$ cat config.mk
export PLATFORM = sky130hd
export DESIGN_NAME = windowed_frame_rate_stats_core
export DESIGN_NICKNAME = d
export VERILOG_FILES = /design/src/rtl/frs_pkg.sv /design/src/rtl/windowed_frame_rate_stats_core.sv /design/src/rtl/frs_cell.sv /design/src/rtl/frs_div.sv
export SDC_FILE = /design/constraint.sdc
export NUM_CORES = 2
export LEC_CHECK = 0
export BUFFER_PORTS_ARGS = -buffer_cell sky130_fd_sc_hd__buf_2
export CAP_MARGIN = 25
export CORE_ASPECT_RATIO = 2
export CORE_MARGIN = 1
export CORE_UTILIZATION = 60
export CTS_BUF_LIST = sky130_fd_sc_hd__clkbuf_2
export CTS_CLUSTER_DIAMETER = 80
export DETAILED_ROUTE_END_ITERATION = 10
export PLACE_DENSITY = 0.76
export SYNTH_ARGS = -nofsm -noshare
export SYNTH_HDL_FRONTEND = slang
export SYNTH_HIERARCHICAL = 1
export SYNTH_SLANG_ARGS = --single-unit
$ cat constraint.sdc
create_clock -name clk -period 94.8 [get_ports clk]
set_input_delay 4.74 -clock clk [delete_from_list [all_inputs] [get_ports clk]]
set_output_delay 4.74 -clock clk [all_outputs]
set_load 0.02 [all_outputs]
$ cat src/rtl/frs_pkg.sv
// Shared widths and constants for the windowed frame-rate statistics block.
`default_nettype none
package frs_pkg;
  localparam int TIME_W = 24;
  localparam int RATE_W = 28;
  localparam int FILL_W = 8;
  localparam logic [RATE_W-1:0] RATE_NUM = 28'd256000000;
  localparam logic [RATE_W-1:0] RATE_CAP = 28'd256000000;

  // Which rate the shared divider is working on
  typedef enum logic [1:0] {
    SEL_MIN  = 2'd0,
    SEL_MAX  = 2'd1,
    SEL_MEAN = 2'd2
  } rate_sel_t;
endpackage
`default_nettype wire

$ cat src/rtl/windowed_frame_rate_stats_core.sv
// Top level: sample chain, window scan and three serial rate divisions.
// An accepted item is scanned over the whole chain (S_SCAN); the shared divider then
//   runs the min, max and mean divisions in turn (S_DIV), with NUM_W = clog2(HISTORY+1)+28.
// S_OUT loads the result; the input stalls from accept until then, so one item is in
//   flight at a time and the chain scan and the shared divider set the pace.
// A finished result waits in the output register while the next item is taken.
// Reset (synchronous, rst_n low) empties the window and clears all control state.
`default_nettype none
module windowed_frame_rate_stats_core import frs_pkg::*; #(
  parameter int HISTORY = 128
) (
  input  wire logic              clk,
  input  wire logic              rst_n,
  input  wire logic              in_valid,
  output logic                   in_stall,
  input  wire logic [TIME_W-1:0] in_frame_time_us,
  output logic                   out_valid,
  input  wire logic              out_stall,
  output logic      [RATE_W-1:0] out_min_rate,
  output logic      [RATE_W-1:0] out_max_rate,
  output logic      [RATE_W-1:0] out_mean_rate,
  output logic      [FILL_W-1:0] out_window_fill
);
  localparam int CNT_W = $clog2(HISTORY + 1);
  localparam int IDX_W = $clog2(HISTORY);
  localparam int SUM_W = TIME_W + CNT_W;
  localparam int NUM_W = CNT_W + RATE_W;
  localparam logic [CNT_W:0] HIST_C = (CNT_W+1)'(HISTORY);

  typedef enum logic [2:0] {S_IDLE, S_SCAN, S_DIV, S_OUT} state_t;

  state_t            state_r;
  logic [CNT_W-1:0]  fill_r;
  logic [IDX_W-1:0]  step_r;
  logic [TIME_W-1:0] lo_r, hi_r;
  logic [SUM_W-1:0]  sum_r;
  logic [NUM_W-1:0]  mean_num_r;
  rate_sel_t         sel_r;
  logic              start_r;
  logic [RATE_W-1:0] min_q_r, max_q_r, mean_q_r;
  logic              out_valid_r;
  logic [RATE_W-1:0] out_min_r, out_max_r, out_mean_r;
  logic [FILL_W-1:0] out_fill_r;

  logic              in_acc, scanning, chain_en, in_win, div_done;
  logic [TIME_W-1:0] cell_q [HISTORY];
  logic [TIME_W-1:0] tail;
  logic [NUM_W-1:0]  div_num;
  logic [SUM_W-1:0]  div_den;
  logic [RATE_W-1:0] div_quo;

  assign in_acc   = in_valid && !in_stall;
  assign in_stall = (state_r != S_IDLE);
  assign scanning = (state_r == S_SCAN);
  assign chain_en = in_acc || scanning;
  assign tail     = cell_q[HISTORY-1];

  // Sample chain: a new item shifts in at the head; during the scan the chain rotates
  genvar gi;
  for (gi = 0; gi < HISTORY; gi++) begin : g_cell
    logic [TIME_W-1:0] d;
    if (gi == 0) begin : g_head
      assign d = in_acc ? in_frame_time_us : tail;
    end else begin : g_body
      assign d = cell_q[gi-1];
    end
    frs_cell u_cell (.clk(clk), .en(chain_en), .d(d), .q(cell_q[gi]));
  end

  // tail shows cell HISTORY-1-step; it holds a sample when step >= HISTORY-fill
  assign in_win = ((CNT_W+1)'(step_r) + (CNT_W+1)'(fill_r)) >= HIST_C;

  // divider operands
  always_comb begin
    div_num = NUM_W'(RATE_NUM);
    div_den = SUM_W'(hi_r);
    case (sel_r)
      SEL_MAX: div_den = SUM_W'(lo_r);
      SEL_MEAN: begin
        div_num = mean_num_r;
        div_den = sum_r;
      end
      default: ;
    endcase
  end

  frs_div #(.NUM_W(NUM_W), .DEN_W(SUM_W)) u_div (
    .clk(clk), .rst_n(rst_n), .start(start_r),
    .num(div_num), .den(div_den), .done(div_done), .quo(div_quo)
  );

  // sequencer and registered outputs
  always_ff @(posedge clk) begin
    if (!rst_n) begin
      state_r     <= S_IDLE;
      fill_r      <= '0;
      step_r      <= '0;
      sel_r       <= SEL_MIN;
      start_r     <= 1'b0;
      out_valid_r <= 1'b0;
    end else begin
      start_r <= 1'b0;
      // result taken and no new one loaded this cycle
      if (out_valid_r && !out_stall && state_r != S_OUT) begin
        out_valid_r <= 1'b0;
      end
      unique case (state_r)
        S_IDLE: begin
          if (in_acc) begin
            if (fill_r != CNT_W'(HISTORY)) begin
              fill_r <= fill_r + 1'b1;
            end
            step_r  <= '0;
            lo_r    <= '1;
            hi_r    <= '0;
            sum_r   <= '0;
            state_r <= S_SCAN;
          end
        end
        S_SCAN: begin
          if (in_win) begin
            if (tail < lo_r) lo_r <= tail;
            if (tail > hi_r) hi_r <= tail;
            sum_r <= sum_r + SUM_W'(tail);
          end
          mean_num_r <= NUM_W'(fill_r) * NUM_W'(RATE_NUM);
          step_r     <= step_r + 1'b1;
          if (step_r == IDX_W'(HISTORY - 1)) begin
            sel_r   <= SEL_MIN;
            start_r <= 1'b1;
            state_r <= S_DIV;
          end
        end
        S_DIV: begin
          if (div_done) begin
            case (sel_r)
              SEL_MIN: begin
                min_q_r <= div_quo;
                sel_r   <= SEL_MAX;
                start_r <= 1'b1;
              end
              SEL_MAX: begin
                max_q_r <= div_quo;
                sel_r   <= SEL_MEAN;
                start_r <= 1'b1;
              end
              default: begin
                mean_q_r <= div_quo;
                state_r  <= S_OUT;
              end
            endcase
          end
        end
        S_OUT: begin
          if (!out_valid_r || !out_stall) begin
            out_valid_r <= 1'b1;
            out_min_r   <= min_q_r;
            out_max_r   <= max_q_r;
            out_mean_r  <= mean_q_r;
            out_fill_r  <= FILL_W'(fill_r);
            state_r     <= S_IDLE;
          end
        end
        default: state_r <= S_IDLE;
      endcase
    end
  end

  assign out_valid       = out_valid_r;
  assign out_min_rate    = out_min_r;
  assign out_max_rate    = out_max_r;
  assign out_mean_rate   = out_mean_r;
  assign out_window_fill = out_fill_r;

`ifndef SYNTH
  // an accepted item always starts a window scan
  a_acc_scan: assert property (@(posedge clk) disable iff (!rst_n)
    in_acc |=> state_r == S_SCAN) else $error("accept did not start scan");
  // the window never holds more than HISTORY samples
  a_fill_max: assert property (@(posedge clk) disable iff (!rst_n)
    fill_r <= CNT_W'(HISTORY)) else $error("fill count overflow");
  // a new result only appears once the window holds a sample
  a_res_fill: assert property (@(posedge clk) disable iff (!rst_n)
    $rose(out_valid_r) |-> fill_r != '0) else $error("result from empty window");
`endif
endmodule
`default_nettype wire

$ cat src/rtl/frs_cell.sv
// One cell of the sample chain: holds one frame time, takes its neighbour's value.
`default_nettype none
module frs_cell import frs_pkg::*; (
  input  wire logic              clk,
  input  wire logic              en,
  input  wire logic [TIME_W-1:0] d,
  output logic      [TIME_W-1:0] q
);
  logic [TIME_W-1:0] q_r;

  // payload register, no reset needed
  always_ff @(posedge clk) begin
    if (en) begin
      q_r <= d;
    end
  end

  assign q = q_r;
endmodule
`default_nettype wire

$ cat src/rtl/frs_div.sv
// Restoring divider, one quotient bit per cycle, result floored and saturated.
`default_nettype none
module frs_div import frs_pkg::*; #(
  parameter int NUM_W = 41,
  parameter int DEN_W = 32
) (
  input  wire logic             clk,
  input  wire logic             rst_n,
  input  wire logic             start,
  input  wire logic [NUM_W-1:0] num,
  input  wire logic [DEN_W-1:0] den,
  output logic                  done,
  output logic     [RATE_W-1:0] quo
);
  localparam int CNT_W = $clog2(NUM_W + 1);

  logic             busy_r, done_r, zero_r;
  logic [CNT_W-1:0] cnt_r;
  logic [NUM_W-1:0] num_r, quo_r;
  logic [DEN_W-1:0] den_r, rem_r;
  logic [DEN_W:0]   trial;
  logic             qbit;

  assign trial = {rem_r, num_r[NUM_W-1]};
  assign qbit  = (trial >= {1'b0, den_r});

  // control
  always_ff @(posedge clk) begin
    if (!rst_n) begin
      busy_r <= 1'b0;
      done_r <= 1'b0;
      cnt_r  <= '0;
    end else begin
      done_r <= 1'b0;
      if (start) begin
        busy_r <= 1'b1;
        cnt_r  <= CNT_W'(NUM_W);
      end else if (busy_r) begin
        cnt_r <= cnt_r - 1'b1;
        if (cnt_r == CNT_W'(1)) begin
          busy_r <= 1'b0;
          done_r <= 1'b1;
        end
      end
    end
  end

  // datapath
  always_ff @(posedge clk) begin
    if (start) begin
      num_r  <= num;
      den_r  <= den;
      zero_r <= (den == '0);
      rem_r  <= '0;
      quo_r  <= '0;
    end else if (busy_r) begin
      num_r <= num_r << 1;
      rem_r <= qbit ? DEN_W'(trial - {1'b0, den_r}) : trial[DEN_W-1:0];
      quo_r <= {quo_r[NUM_W-2:0], qbit};
    end
  end

  assign done = done_r;
  assign quo  = zero_r ? '0 :
                (quo_r > NUM_W'(RATE_CAP)) ? RATE_CAP : quo_r[RATE_W-1:0];
endmodule
`default_nettype wire
==> impl_metrics.yaml <==
run_status:
  outcome: "complete, no violations"
logic_synthesis:
  yosys_warnings: 6
  synth_edf_count: 3419
  syn_avg_cell_area_um2: 22.9
  netlist.area_leader.share_pct: 89.1
  ys_types: 86
  async_flop_share_pct: 0
  synth.area.top_cells: "edfxtp_1 89%, ha_1 1.9%, dfxtp_1 1.7%"
  synth_top_area_cell: "edfxtp_1"
  syn_area_mm2: 0.115
  synth-seq-area-share_pct: 90.8
  syn_inst: 5030
  netlist_top_cells_count: "3,419 x edfxtp_1, 183 x nor2_1, 177 x ha_1, 158 x inv_1, 108 x a21oi_1"
  synth_ff_type: "edfxtp_1"
  ys_ff_latch: 3516
  synth_most_common_cell: "edfxtp_1"
cells_and_area:
  fill_cells: 12100
  drive_gt1_share_pct: 20.7
  syn_to_final_growth_pct: 9.18
  fin_nets: 6062
  fin_util_pct: 65.9
  fin_area_mm2: 0.126
route:
  via_per_inst: 5.26
  ant_nets: 0
  wl_met2_um: 84100
  drt-total-wl_um: 169000
  vias: 46700
  met1_length_um: 71000
  drc: 0
  wire_per_inst_um: 19.0
  met3WireLength_um: 8110
  drt-initial-drc-count: 3503
  top_layer: "met4"
  first_pass_iters: 6
clock_tree:
  clk-insertion-delay-late_ns: 1.66
  cts_setup_buffers: 0
  clkTransAtPathRegs_ns: 0.11
  clock_path_buffers: 4
  post_cts_resized: 0
  cts_root_buf: "clkbuf_2"
  hold_buffers: 0
  cts.sinks: 3516
  cts_made_buffers: 684
  h-tree-depth: 6
  cts_tree: "done"
power:
  power.switching_w: 0.00120
  p_seq_share_pct: 70.0
  clkPwrFrac_pct: 19.1
  p_int_w: 0.00323
  p_leak_nw: 44.8
  power_frac_comb_pct: 10.9
  swShare_pct: 27.1
  power.total_w: 0.00443
  power.density_mw_per_mm2: 35.2
  peakVddDrop_uv: 34.7
floorplan:
  die_x_um: 312
  ioPinCount: 122
  core_region_area_mm2: 0.191
  die_h_um: 622
  num_rows: 227
  die_area_mm2: 0.194
  start_util_pct: 60.3
sta:
  period_share_pct: 9.52
  worst_pin_slew_ns: 1.24
  setup_tns_ns: 0
  hold_slack_ns: 0.304
  slew_violations: 0
  fin_crit_ns: 9.02
  finalSetupViolCount: 0
  hold_viol: 0
  max_freq_mhz: 111
  slew-limit-headroom_pct: 17.5
  grt_setup_unrepaired: "false"
  fin_skew_ns: 0.148
global_routing:
  grt_overflow_total: 0
  track_usage_pct: 17.3
  grt_antenna_before_repair: 14
  grt_pass1_vias: 48100
  grt_pass1_wl_um: 260000
  grt_max_degree: 231
worst_setup_path:
  crit_required_ns: 95.95
  path_class: "in -> reg"
  start_kind: "input pin"
  r2r_setup_slack_ns: 88.10
  crit_fanout: 230
  cp.arrival_ns: 10.17
  crit_top_cell: "buf_4"
  critPathSlowestCell: "buf_4"
  cp_slowest_stage_delay_ns: 0.92
  path_cells: "buf_2 -> nand2_2 -> buf_4 -> nand2_4 -> buf_4 -> buf_16 -> buf_4 -> buf_16 -> buf_4 -> buf_4 -> buf_12"
  critPathCaptureType: "register"
placed_design:
  placedInstanceArea_mm2: 0.119
  routabilityCongestion: 0.947
  place_hpwl_um: 86300
  io_buffers: 121
run:
  maxCapViolations: 0
min_path:
  min-delay-path-class: "reg -> reg"
[worst max-delay path: cells and delay by family]
family,cells,cell delay (ns)
AND/OR/NAND/NOR,2,0.70
buffers and inverters,9,4.15
[cells by family after synthesis]
group | Yosys count | share of synthesized area [%]
multiplexers | 126 | 1.16
other | 1 | 0.00326
adder cells (fa/ha/maj) | 197 | 2.27
AO/OA/AOI/OAI | 361 | 2.14
buffers and inverters | 228 | 0.755
XOR/XNOR | 81 | 0.616
flip-flops | 3516 | 90.8
AND/OR/NAND/NOR | 520 | 2.22
[metrics by stage]
stage	std cells	setup slack [ns]
after floorplan	5043	19.62
after global routing	8893	85.75
after detailed placement	7658	83.43
final	8893	85.78
after CTS	8873	85.37
after global placement	7658	83.72
[final timing paths]
path | from | to | depth (start not counted)
max | in_valid | g_cell[14].u_cell/q[19]$_DFFE_PP_ | 11
min | g_cell[123].u_cell/q[17]$_DFFE_PP_ | g_cell[124].u_cell/q[17]$_DFFE_PP_ | 0
max reg2reg | state_r[1]$_SDFFE_PN0P_ | g_cell[14].u_cell/q[19]$_DFFE_PP_ | 12
min reg2reg | g_cell[123].u_cell/q[17]$_DFFE_PP_ | g_cell[124].u_cell/q[17]$_DFFE_PP_ | 0
[final cells by class]
cell class	count	area (um^2)	share of cell area (%)
clock inverters	272	1500	1.19
flip-flops and latches	3516	105000	83.2
inverters	159	597	0.475
repair buffers	177	1330	1.06
multi-input cells	1299	9810	7.80
diodes	8	20.0	0.0159
well taps	2519	3150	2.51
clock buffers	943	4720	3.75
[routing by layer]
metal	GRT usage, %	vias up
met4	7.95	0
met3	3.46	407
li1	-	21700
met1	23.2	23300
met5	0	-
met2	27.6	1319
[power groups by stage]
stage | combinational (W) | clock (W) | sequential [W]
CTS | 0.000469 | 0.000884 | 0.00312
global placement | 0.000450 | 0 | 0.00310
detailed placement | 0.000476 | 0 | 0.00311
floorplan | 0.000345 | 0 | 0.00544
finish | 0.000484 | 0.000847 | 0.00310
global route | 0.000530 | 0.000955 | 0.00318
[state kept, by name, indices dropped and copies added, names as in the netlist, 2 cells and up]
signal and flops:
u_div/rem_r 32, lo_r 24, u_div/cnt_r 6, u_div/num_r 36
sum_r 32, state_r 2, min_q_r 28, out_mean_rate 28
max_q_r 28, out_min_rate 28, u_div/quo_r 36, mean_num_r 22
out_max_rate 28, sel_r 2, mean_q_r 28, fill_r 8
g_cell.u_cell/q 3072, hi_r 24, step_r 7, out_window_fill 8
u_div/den_r 32
[placed cells by master (no fill, tap or decap), drive strengths merged, types with 30 or more instances in the layout]
cell,synthesis,layout
o21ai,54,54
clkinv,1,234
xor2,30,30
inv,158,174
nand2,79,79
mux2i,65,65
xnor2,51,51
nor2,184,184
nand3,37,37
a21o,41,41
a21oi,111,111
edfxtp,3419,3419
ha,177,177
a211oi,36,36
dfxtp,97,97
nand2b,46,46
mux2,61,61
buf,14,177
and2,73,73
clkbuf,55,943
Power figures use the tool's default switching activity.
